$ cat src/sv/otas_pkg.sv
// Package for the output-aligned time stepper.
// Holds the sequencer states, register indexes, reset values and shared types.
// No dependencies.
`timescale 1ns / 1ps

package otas_pkg;

  localparam int unsigned CFG_W     = 32;
  localparam int unsigned CFG_IDX_W = 3;
  localparam int unsigned NUM_PER   = 3;
  localparam int unsigned PER_IDX_W = 2;

  localparam logic [CFG_IDX_W-1:0] CFG_END_TIME      = 3'd0;
  localparam logic [CFG_IDX_W-1:0] CFG_MAP_PERIOD    = 3'd1;
  localparam logic [CFG_IDX_W-1:0] CFG_LOG_PERIOD    = 3'd2;
  localparam logic [CFG_IDX_W-1:0] CFG_SCREEN_PERIOD = 3'd3;
  localparam logic [CFG_IDX_W-1:0] CFG_STEP_LIMIT    = 3'd4;

  localparam logic [PER_IDX_W-1:0] PER_MAP    = 2'd0;
  localparam logic [PER_IDX_W-1:0] PER_LOG    = 2'd1;
  localparam logic [PER_IDX_W-1:0] PER_SCREEN = 2'd2;

  localparam logic [CFG_W-1:0] RST_END_TIME   = 32'd100;
  localparam logic [CFG_W-1:0] RST_PERIOD     = 32'd10;
  localparam logic [CFG_W-1:0] RST_STEP_LIMIT = 32'd1000;

  typedef enum logic [2:0] {
    ST_IDLE,
    ST_PREP,
    ST_WAIT,
    ST_CMP,
    ST_SUM,
    ST_CLAMP,
    ST_FINISH
  } state_e;

  typedef struct packed {
    logic busy;
    logic done;
  } div_stat_t;

endpackage

$ cat src/sv/otas_div.sv
// Restoring remainder unit, one dividend bit per cycle.
// Used by the time stepper to find time modulo each output period.
// Depends on otas_pkg.
`timescale 1ns / 1ps

module otas_div #(
  parameter int unsigned DVD_W = 32
) (
  input  logic                    clk_i,
  input  logic                    rst_ni,
  input  logic                    start_i,
  input  logic [DVD_W-1:0]        dividend_i,
  input  logic [otas_pkg::CFG_W-1:0] divisor_i,
  output otas_pkg::div_stat_t     stat_o,
  output logic [otas_pkg::CFG_W-1:0] rem_o
);

  localparam int unsigned CNT_W = $clog2(DVD_W + 1);
  localparam int unsigned RW    = otas_pkg::CFG_W;

  logic [DVD_W-1:0] dvd_q, dvd_d;
  logic [RW-1:0]    rem_q, rem_d;
  logic [RW-1:0]    dsr_q, dsr_d;
  logic [CNT_W-1:0] cnt_q, cnt_d;
  logic             busy_q, busy_d;
  logic             done_q, done_d;
  logic [RW:0]      trial;
  logic [RW:0]      diff;
  logic             ge;

  always_comb begin
    trial = {rem_q, dvd_q[DVD_W-1]};
    diff  = trial - {1'b0, dsr_q};
    ge    = trial >= {1'b0, dsr_q};
  end

  always_comb begin
    dvd_d  = dvd_q;
    rem_d  = rem_q;
    dsr_d  = dsr_q;
    cnt_d  = cnt_q;
    busy_d = busy_q;
    done_d = 1'b0;
    if (start_i) begin
      dvd_d  = dividend_i;
      rem_d  = '0;
      dsr_d  = divisor_i;
      cnt_d  = CNT_W'(DVD_W);
      busy_d = 1'b1;
    end else if (busy_q) begin
      dvd_d = dvd_q << 1;
      rem_d = ge ? diff[RW-1:0] : trial[RW-1:0];
      cnt_d = cnt_q - 1'b1;
      if (cnt_q == CNT_W'(1)) begin
        busy_d = 1'b0;
        done_d = 1'b1;
      end
    end
  end

  always_ff @(posedge clk_i or negedge rst_ni) begin
    if (!rst_ni) begin
      busy_q <= 1'b0;
      done_q <= 1'b0;
      cnt_q  <= '0;
    end else begin
      busy_q <= busy_d;
      done_q <= done_d;
      cnt_q  <= cnt_d;
    end
  end

  always_ff @(posedge clk_i) begin
    dvd_q <= dvd_d;
    rem_q <= rem_d;
    dsr_q <= dsr_d;
  end

  assign stat_o.busy = busy_q;
  assign stat_o.done = done_q;
  assign rem_o       = rem_q;

endmodule

$ cat src/sv/output_aligned_time_stepper_top.sv
// Top level of the output-aligned time stepper: sequencer, state and result register.
// Depends on otas_pkg and otas_div.
//
//   channel  direction  handshake                 payload
//   in       input      in_valid_i / in_stall_o   requested_step_i
//   out      output     out_valid_o / out_stall_i time_now_o, step_taken_o, step_number_o,
//                                                 map_due_o, log_due_o, screen_due_o, halt_o
//   cfg      input      cfg_we_i                  cfg_idx_i, cfg_data_i
//
// The three periods of an item go one after another through one restoring remainder
// unit, one bit per cycle; a zero period skips its division. in_stall_o is high from
// acceptance until the result enters the output register; a stalled result holds there
// while the next item runs.
// Reset gives time zero, step count zero, halt low and the register reset values.
`timescale 1ns / 1ps

module output_aligned_time_stepper_top #(
  parameter int unsigned TIME_WIDTH = 32
) (
  input  logic                              clk_i,
  input  logic                              rst_ni,
  input  logic                              cfg_we_i,
  input  logic [otas_pkg::CFG_IDX_W-1:0]    cfg_idx_i,
  input  logic [otas_pkg::CFG_W-1:0]        cfg_data_i,
  input  logic                              in_valid_i,
  output logic                              in_stall_o,
  input  logic [31:0]                       requested_step_i,
  output logic                              out_valid_o,
  input  logic                              out_stall_i,
  output logic [31:0]                       time_now_o,
  output logic [31:0]                       step_taken_o,
  output logic [31:0]                       step_number_o,
  output logic                              map_due_o,
  output logic                              log_due_o,
  output logic                              screen_due_o,
  output logic                              halt_o
);

  localparam int unsigned TW = TIME_WIDTH;
  localparam int unsigned EW = (TW > 32) ? TW : 32;
  localparam int unsigned SW = EW + 1;
  localparam int unsigned NP = otas_pkg::NUM_PER;

  otas_pkg::state_e state_q, state_d;

  logic [otas_pkg::CFG_W-1:0] end_q, map_per_q, log_per_q, scr_per_q, limit_q;

  logic [TW-1:0]                 time_q;
  logic [31:0]                   cnt_q;
  logic                          halt_q;
  logic [31:0]                   req_q;
  logic [TW-1:0]                 target_q;
  logic [TW-1:0]                 sum_q;
  logic [TW-1:0]                 tn_q;
  logic [NP-1:0][TW-1:0]         dl_q;
  logic [NP-1:0]                 ok_q;
  logic [otas_pkg::PER_IDX_W-1:0] idx_q;

  logic                          out_valid_q;
  logic [31:0]                   out_time_q, out_taken_q, out_num_q;
  logic [NP-1:0]                 out_due_q;
  logic                          out_halt_q;

  logic [otas_pkg::CFG_W-1:0]    per_sel;
  logic                          div_start;
  otas_pkg::div_stat_t           div_stat;
  logic [otas_pkg::CFG_W-1:0]    div_rem;
  logic                          accept;
  logic                          slot_free;
  logic                          out_load;
  logic                          last_per;
  logic [TW-1:0]                 base;
  logic [SW-1:0]                 dl_sum;
  logic                          dl_ok;
  logic [SW-1:0]                 tsum;
  logic [TW-1:0]                 tsum_sat;
  logic [TW-1:0]                 tmin;
  logic [31:0]                   cnt_inc;
  logic                          halt_d;
  logic [NP-1:0]                 due;

  // configuration
  always_ff @(posedge clk_i or negedge rst_ni) begin
    if (!rst_ni) begin
      end_q     <= otas_pkg::RST_END_TIME;
      map_per_q <= otas_pkg::RST_PERIOD;
      log_per_q <= otas_pkg::RST_PERIOD;
      scr_per_q <= otas_pkg::RST_PERIOD;
      limit_q   <= otas_pkg::RST_STEP_LIMIT;
    end else if (cfg_we_i) begin
      unique case (cfg_idx_i)
        otas_pkg::CFG_END_TIME:      end_q     <= cfg_data_i;
        otas_pkg::CFG_MAP_PERIOD:    map_per_q <= cfg_data_i;
        otas_pkg::CFG_LOG_PERIOD:    log_per_q <= cfg_data_i;
        otas_pkg::CFG_SCREEN_PERIOD: scr_per_q <= cfg_data_i;
        otas_pkg::CFG_STEP_LIMIT:    limit_q   <= cfg_data_i;
        default: ;
      endcase
    end
  end

  always_comb begin
    unique case (idx_q)
      otas_pkg::PER_MAP:    per_sel = map_per_q;
      otas_pkg::PER_LOG:    per_sel = log_per_q;
      otas_pkg::PER_SCREEN: per_sel = scr_per_q;
      default:              per_sel = scr_per_q;
    endcase
  end

  otas_div #(
    .DVD_W(TW)
  ) u_div (
    .clk_i      (clk_i),
    .rst_ni     (rst_ni),
    .start_i    (div_start),
    .dividend_i (time_q),
    .divisor_i  (per_sel),
    .stat_o     (div_stat),
    .rem_o      (div_rem)
  );

  // datapath terms
  always_comb begin
    base     = time_q - TW'(div_rem);
    dl_sum   = SW'(base) + SW'(per_sel);
    dl_ok    = (dl_sum >> TW) == '0;
    tsum     = SW'(time_q) + SW'(req_q);
    tsum_sat = ((tsum >> TW) != '0) ? {TW{1'b1}} : tsum[TW-1:0];
    tmin     = (sum_q < target_q) ? sum_q : target_q;
    cnt_inc  = (cnt_q == 32'hFFFF_FFFF) ? cnt_q : cnt_q + 32'd1;
    halt_d   = halt_q || (cnt_inc >= limit_q) || (EW'(tn_q) >= EW'(end_q));
    for (int k = 0; k < NP; k++) begin
      due[k] = ok_q[k] && (tn_q == dl_q[k]);
    end
    last_per  = idx_q == otas_pkg::PER_SCREEN;
    slot_free = !out_valid_q || !out_stall_i;
  end

  // next state
  always_comb begin
    state_d = state_q;
    unique case (state_q)
      otas_pkg::ST_IDLE:   if (in_valid_i) state_d = otas_pkg::ST_PREP;
      otas_pkg::ST_PREP:   state_d = (per_sel == '0) ? otas_pkg::ST_CMP : otas_pkg::ST_WAIT;
      otas_pkg::ST_WAIT:   if (div_stat.done) state_d = otas_pkg::ST_CMP;
      otas_pkg::ST_CMP:    state_d = last_per ? otas_pkg::ST_SUM : otas_pkg::ST_PREP;
      otas_pkg::ST_SUM:    state_d = otas_pkg::ST_CLAMP;
      otas_pkg::ST_CLAMP:  state_d = otas_pkg::ST_FINISH;
      otas_pkg::ST_FINISH: if (slot_free) state_d = otas_pkg::ST_IDLE;
      default:             state_d = otas_pkg::ST_IDLE;
    endcase
  end

  // sequencer outputs
  always_comb begin
    in_stall_o = 1'b1;
    div_start  = 1'b0;
    out_load   = 1'b0;
    unique case (state_q)
      otas_pkg::ST_IDLE:   in_stall_o = 1'b0;
      otas_pkg::ST_PREP:   div_start  = per_sel != '0;
      otas_pkg::ST_FINISH: out_load   = slot_free;
      default: ;
    endcase
    accept = in_valid_i && !in_stall_o;
  end

  always_ff @(posedge clk_i or negedge rst_ni) begin
    if (!rst_ni) begin
      state_q     <= otas_pkg::ST_IDLE;
      time_q      <= '0;
      cnt_q       <= '0;
      halt_q      <= 1'b0;
      idx_q       <= otas_pkg::PER_MAP;
      ok_q        <= '0;
      out_valid_q <= 1'b0;
    end else begin
      state_q <= state_d;
      if (accept) begin
        idx_q <= otas_pkg::PER_MAP;
      end
      if (state_q == otas_pkg::ST_PREP && per_sel == '0) begin
        ok_q[idx_q] <= 1'b0;
      end
      if (state_q == otas_pkg::ST_WAIT && div_stat.done) begin
        ok_q[idx_q] <= dl_ok;
      end
      if (state_q == otas_pkg::ST_CMP && !last_per) begin
        idx_q <= idx_q + 1'b1;
      end
      if (out_load) begin
        time_q <= tn_q;
        cnt_q  <= cnt_inc;
        halt_q <= halt_d;
      end
      if (out_load) begin
        out_valid_q <= 1'b1;
      end else if (!out_stall_i) begin
        out_valid_q <= 1'b0;
      end
    end
  end

  always_ff @(posedge clk_i) begin
    if (accept) begin
      req_q    <= requested_step_i;
      target_q <= TW'(end_q);
    end
    if (state_q == otas_pkg::ST_WAIT && div_stat.done) begin
      dl_q[idx_q] <= dl_sum[TW-1:0];
    end
    if (state_q == otas_pkg::ST_CMP && ok_q[idx_q] && dl_q[idx_q] < target_q) begin
      target_q <= dl_q[idx_q];
    end
    if (state_q == otas_pkg::ST_SUM) begin
      sum_q <= tsum_sat;
    end
    if (state_q == otas_pkg::ST_CLAMP) begin
      tn_q <= (tmin < time_q) ? time_q : tmin;
    end
    if (out_load) begin
      out_time_q  <= 32'(tn_q);
      out_taken_q <= 32'(tn_q - time_q);
      out_num_q   <= cnt_inc;
      out_due_q   <= due;
      out_halt_q  <= halt_d;
    end
  end

  assign out_valid_o   = out_valid_q;
  assign time_now_o    = out_time_q;
  assign step_taken_o  = out_taken_q;
  assign step_number_o = out_num_q;
  assign map_due_o     = out_due_q[otas_pkg::PER_MAP];
  assign log_due_o     = out_due_q[otas_pkg::PER_LOG];
  assign screen_due_o  = out_due_q[otas_pkg::PER_SCREEN];
  assign halt_o        = out_halt_q;

  a_halt_sticky: assert property (@(posedge clk_i) disable iff (!rst_ni)
    halt_q |=> halt_q)
    else $error("halt cleared");

  a_time_monotone: assert property (@(posedge clk_i) disable iff (!rst_ni)
    1'b1 |=> time_q >= $past(time_q))
    else $error("time went backward");

  a_count_monotone: assert property (@(posedge clk_i) disable iff (!rst_ni)
    1'b1 |=> cnt_q >= $past(cnt_q))
    else $error("step count went backward");

  a_div_nonzero: assert property (@(posedge clk_i) disable iff (!rst_ni)
    div_start |-> per_sel != '0 && !div_stat.busy)
    else $error("divider started with zero period or while busy");

  a_one_load_per_item: assert property (@(posedge clk_i) disable iff (!rst_ni)
    out_load |=> !out_load && in_stall_o == 1'b0)
    else $error("result loaded twice for one item");

endmodule

$ cat config.mk
export PLATFORM = sky130hd
export DESIGN_NAME = output_aligned_time_stepper_top
export DESIGN_NICKNAME = d
export VERILOG_FILES = /design/src/sv/otas_pkg.sv /design/src/sv/otas_div.sv /design/src/sv/output_aligned_time_stepper_top.sv
export SDC_FILE = /design/constraint.sdc
export NUM_CORES = 2
export LEC_CHECK = 0
export BUFFER_PORTS_ARGS = -buffer_cell sky130_fd_sc_hd__buf_2
export CAP_MARGIN = 20
export CORE_ASPECT_RATIO = 1.2
export CORE_MARGIN = 4
export CORE_UTILIZATION = 45
export CTS_CLUSTER_DIAMETER = 30
export DETAILED_ROUTE_END_ITERATION = 10
export SYNTH_ARGS = -nofsm -noshare
export SYNTH_HDL_FRONTEND = slang
export SYNTH_SLANG_ARGS = --single-unit
$ cat constraint.sdc
create_clock -name clk_i -period 4.88 [get_ports clk_i]
set_input_delay 0.244 -clock clk_i [delete_from_list [all_inputs] [get_ports clk_i]]
set_output_delay 0.244 -clock clk_i [all_outputs]
set_load 0.01 [all_outputs]
Word level (Yosys, flattened, before mapping). Cells that the tools add are included.

Order comparisons: 8. Multiply operators: 0. Mux-type cells: 42. Bitwise operators: 2. Add/sub/neg operators: 8. Shift operators: 0. Eq/ne operators: 21. Div/mod/pow operators: 0. Reduce and logical (&&, ||, !) cells: 31.

Operators by type and width (count): $mux W32 (10); $bwmux W96 (1); $eq A32 B32 Y1 (3); $lt A32 B32 Y1 (3); $sub A32 B32 Y32 (3); $add A32 B32 Y33 (2); $bmux W32 S2 (1); $demux W32 S2 (1); $ge A32 B32 Y1 (2); $pmux W32 S2 (1); $ge A33 B32 Y1 (1); $logic_not A33 Y1 (1); $add A32 B1 Y32 const B (1); $eq A32 B32 Y1 const B (1); $logic_not A32 Y1 (1); $reduce_bool A32 Y1 (1); $pmux W3 S7 (1); $mux W3 (6); $mux W1 (14); $eq A3 B2 Y1 const B (4); $eq A3 B3 Y1 const B (4); $mux W6 (2); $logic_and A1 B1 Y1 (10); $reduce_and A2 Y1 (5); other kinds (22) (33).

Memory bits (writable): 0. Flip-flop bits (word level): 662. Bits in latches: 0. Memories kept: 0. Bits in read-only memories: 0. Input bits: 72. Output and inout port bits: 102. Logic and storage cells: 142.

Logic depth before layout (Yosys ltp).
Depth after elaboration: 9. Mapped depth: 22.

Modules after synthesis. From an unflattened synthesis, not the netlist that was laid out.

Cell total of the unflattened synthesis: 3569. Area, all modules: 38351.8 sq um.

By module, submodules not included: output_aligned_time_stepper_top (cells an instance 3001, times used 1, area an instance 32456.1 sq um); otas_div (cells an instance 568, times used 1, area an instance 5895.7 sq um).

Least setup slack after synthesis. Ideal clock, no wire load.

Kind: reg-to-reg. Start point: reg target_q[5]. End point: reg tn_q[22] (data pin). Slack: -0.075 ns. Clock period less this slack: 4.955 ns. Stages on the path, launching flop included: 23. Arrival: 4.695 ns. Cell sequence: edfxtp_1 inv_1 ha_1 a21o_1 a21o_1 a2111oi_0 o21a_1 o221ai_1 a21boi_0 o21ai_1 clkbuf_1 mux2_2 ha_1 nand4_1 nor3_1 nand4_1 nor2_1 nor2_1 o211ai_1 nor3_1 a31oi_1 buf_2 mux2_2.

Longest elaborated chain between the ends: 4.

Ends and longest elaborated chain: start, declared (line output_aligned_time_stepper_top.sv:52) `logic [TW-1:0] target_q;`; start signal, assigned (line output_aligned_time_stepper_top.sv:208) `target_q <= TW'(end_q);`; start signal, assigned (line output_aligned_time_stepper_top.sv:214) `target_q <= dl_q[idx_q];`; $lt A32 B32 Y1 (line output_aligned_time_stepper_top.sv:130) `tmin = (sum_q < target_q) ? sum_q : target_q;`; $mux W32 * (line output_aligned_time_stepper_top.sv:130); $lt A32 B32 Y1 (line output_aligned_time_stepper_top.sv:220) `tn_q <= (tmin < time_q) ? time_q : tmin;`; $mux W32 * (line output_aligned_time_stepper_top.sv:220); end signal, assigned (line output_aligned_time_stepper_top.sv:220); end, declared (line output_aligned_time_stepper_top.sv:54) `logic [TW-1:0] tn_q;`.

Every way passes the cells marked *; elsewhere a longest branch is shown, timed or not. A chain may end at the register's enable or synchronous reset.

Worst setup path in the final report.
Start point: reg target_q[13]. End point: reg tn_q[20] (data pin).

The elaborated chain is that of the path after synthesis.

==> results.ini <==
[final_layout]
storage_cell_area_um2 = 18400
syn2layout_area_growth_pct = 25.7
num-fill-cells = 7320
finalNetCount = 4483
multiInputGateArea_um2 = 19300
final_core_util_pct = 57.1
drive_gt1_share_pct = 22.6
largest_register_ffs = 96
largest-register = dl_q

[flow_run]
maxCapViolations = 0

[synth]
post_synth_net_total = 3989
synth.yosys.warnings = 0
number_of_flops_mapped_to_enable_cells_by_yosys = 388
post_synth_instance_area_um2 = 38700
async_flop_share_pct = 36.6
synth_top_cells_by_area = edfxtp_1 (30%), dfrtp_1 (15%), ha_1 (10%)
netlist.top_cell.by_area = edfxtp_1
synthCells = 3591
synthDominantCellAreaShare_pct = 30.1
seq_area_frac_synth_pct = 47.5
synth.lib_cells_used.distinct = 79
ys_seq_elements = 662
dominantRegCellSynth = edfxtp_1
synth_area_per_cell_um2 = 10.8

[cts]
cts.sinks = 662
cts.reportedPaths.clkPinSlew_ns = 0.04
cts_buffers = 145
cts_max_level = 4
clockRootBuffer = clkbuf_16
worst_skew_pair.late_latency_ns = 0.73
clock_path_buffers = 3
tritoncts = built

[grt]
groute.layer.met3.usage_pct = 3.47
grt_util_met1_pct = 31.4
wire_length_of_the_first_global_routing_pass_um = 174000
global_route.overflow_total = 0
grt_antenna_before_repair = 3
use_met2_pct = 44.2
largest_net_degree_at_the_start_of_global_routing = 114
gr-max-usage-layer = met2
grtUsageTotal_pct = 25.4
first_global_vias = 30000

[placement]
dp_worst_setup_slack_ns = -0.787
dp.final_hpwl_um = 87600
place.port_buffers = 173
gp_routability_congestion = 0.979

[timing]
timing.final.hold_violations = 0
finalCriticalPeriod_ns = 5.20
finalCritPeriodShare_pct = 107
worst_relative_slew_slack_pct = 34.5
slew_at_the_pin_closest_to_its_max_slew_limit_ns = 0.975
worst_hold_slack_ns = 0.117
final.setup.tns_ns = -8.92
worst_slack_ns = -0.319
achievable-frequency_mhz = 192
finClkSkew_ns = 0.0257
finalSetupViolations = 32
rsz0062_at_grt = true
final_max_slew_viol_count = 0

[critical_path]
timing.critical_path.slowest_cell_delay_ns = 0.41
critPathCaptureType = flip-flop
critPathLaunch = target_q[13]
cpMaxStageDelayCell = edfxtp_1
timing.rr.start = target_q[13]
timing.reg2reg.setup_slack_ns = -0.32
setup.worst_path.class = flip-flop to flip-flop
cp_cell_sequence = inv_2, ha_1, a21o_1, a211oi_2, o21ai_2, a221oi_2, o221ai_2, a21boi_2, o21ai_4, buf_12, mux2_4, ha_4, nand4_1, nor3_4, buf_6, nand4_1, nor2_1, nor2_1, o211ai_1, nor3_2, a31oi_4, buf_6, clkbuf_16, mux2_2
worstSetupStartpointType = flip-flop
worstPathMaxFanout = 8
ff2ff_path_depth = 24
crit-reg2reg-capture = tn_q[20]
critPathCapture = tn_q[20]
worstPathArrival_ns = 5.66
cp_data_required_time_ns = 5.34

[floorplanning]
dieArea_um2 = 90700
floorplan.initialDensity_pct = 45.5
coreArea_um2 = 85100
floorplan.die.width_um = 276
die_height_um = 329
num_rows = 117
pin_count = 174

[detailed_routing]
detail_route.wl_per_cell_um = 21.6
vias_per_cell = 5.50
detail_route.drc_violations = 0
drt_pre_antenna_iters = 6
ant_nets = 0
drtIter0Drc = 1611
via_count = 29400
routed_wirelength_um = 115000

[power_and_ir_drop]
power.sequential.fraction_pct = 24.3
share_of_total_power_consumed_by_net_switching_pct = 39.6
internal-power_uw = 24600
pwr_density_cell_nw_per_um2 = 839
fin_total_pwr_uw = 40800
vdd_ir_drop_max_uv = 456
power_frac_clock_pct = 24.3
static-leakage-power_uw = 0.0211
power.combinational.fraction_pct = 51.4
net-switching-power_uw = 16100

[run_status]
run_status = finished with violations
failed_checks = negative setup slack

[hold_path]
worst_min_delay_path_class = input pin to flip-flop

-- power by group through the flow --
stage	sequential (µW)	combinational, µW	clock [µW]
after floorplan	9510	13800	0
after global placement	9940	19500	0
after detailed placement	9970	19700	0
after CTS	9890	20300	10100
after global routing	10000	23100	10400
final	9910	20900	9900
-- final cells by class --
class,count,share of cell area [%]
Multi-Input combinational cell,2555,39.8
Sequential cell,662,37.8
Clock buffer,180,8.10
Timing Repair Buffer,463,7.10
Tap cell,1130,2.91
Clock inverter,92,2.27
Inverter,258,2.00
Antenna cell,1,0.00515
-- metrics by stage --
| stage | area (µm²) | instances |
|---|---|---|
| floorplan | 38700 | 3591 |
| global placement | 42300 | 4981 |
| detailed placement | 42300 | 4981 |
| CTS | 48300 | 5329 |
| global route | 48600 | 5340 |
| finish | 48600 | 5341 |
-- cells in the mapped netlist (all sizes together) (71+ instances only) --
cell,n
edfxtp,388
nor2,156
inv,257
nand2,295
o21ai,300
clkbuf,90
xnor2,202
dfrtp,227
mux2,194
a21oi,162
ha,321
a21o,149
nand3,72
xor2,79
nand4,71
-- critical path, delay by kind of cell, from the launching register on --
family	cells	cell delay, ns
fa+ha+maj	2	0.52
mux	2	0.66
buf+inv	5	0.74
simple gates	6	0.98
flops	1	0.41
compound gates	9	1.66
-- cell usage in the layout, fill, tap and decap left out, types with 71 or more instances in the layout --
| master | synthesis | layout |
|---|---|---|
| edfxtp_1 | 388 | 388 |
| ha_1 | 321 | 312 |
| nand2_1 | 295 | 294 |
| o21ai_0 | 298 | 291 |
| inv_1 | 256 | 253 |
| dfrtp_1 | 227 | 222 |
| buf_4 | 0 | 203 |
| xnor2_1 | 202 | 200 |
| buf_2 | 14 | 172 |
| nor2_1 | 156 | 152 |
| a21oi_1 | 162 | 151 |
| mux2_2 | 165 | 151 |
| clkbuf_16 | 0 | 150 |
| a21o_1 | 149 | 149 |
| xor2_1 | 79 | 78 |
| nand4_1 | 71 | 71 |
-- per-layer routing --
layer / wire [µm] / up-vias
met2: 56900 / 719
met3: 4860 / 222
met5: 0 / -
met4: 5510 / 0
met1: 47900 / 14300
li1: - / 14200
-- kinds of logic after synthesis --
logic type / Yosys count / share of synthesized area [%]
xor+xnor: 281 / 6.37
fa+ha+maj: 326 / 10.6
compound gates: 879 / 14.4
mux: 229 / 6.84
flops: 662 / 47.5
simple gates: 840 / 10.5
buf+inv: 374 / 3.75
-- how the worst min path moves through the flow --
stage               start       endpoint  slack, ns  cells past startpoint
6_report       in_valid_i     state_q[0]       0.12                      5
5_1_grt        in_valid_i     state_q[0]       0.16                      5
4_1_cts        in_valid_i     state_q[0]       0.06                      5
3_5_place_dp       rst_ni  log_per_q[30]       0.39                      1
3_3_place_gp       rst_ni  map_per_q[30]       0.39                      1
2_1_floorplan      rst_ni       cnt_q[0]      -0.05                      0
-- timing repair --
item                                   CTS  global route
gates cloned                             1             2
hold buffers                            66             0
setup endpoints to repair               56            69
pin swaps                               21            35
buffers inserted                         9            11
endpoints found under the hold margin  298             0
resized for setup                       41            54
Note: power is estimated with default switching activity, not from simulation.
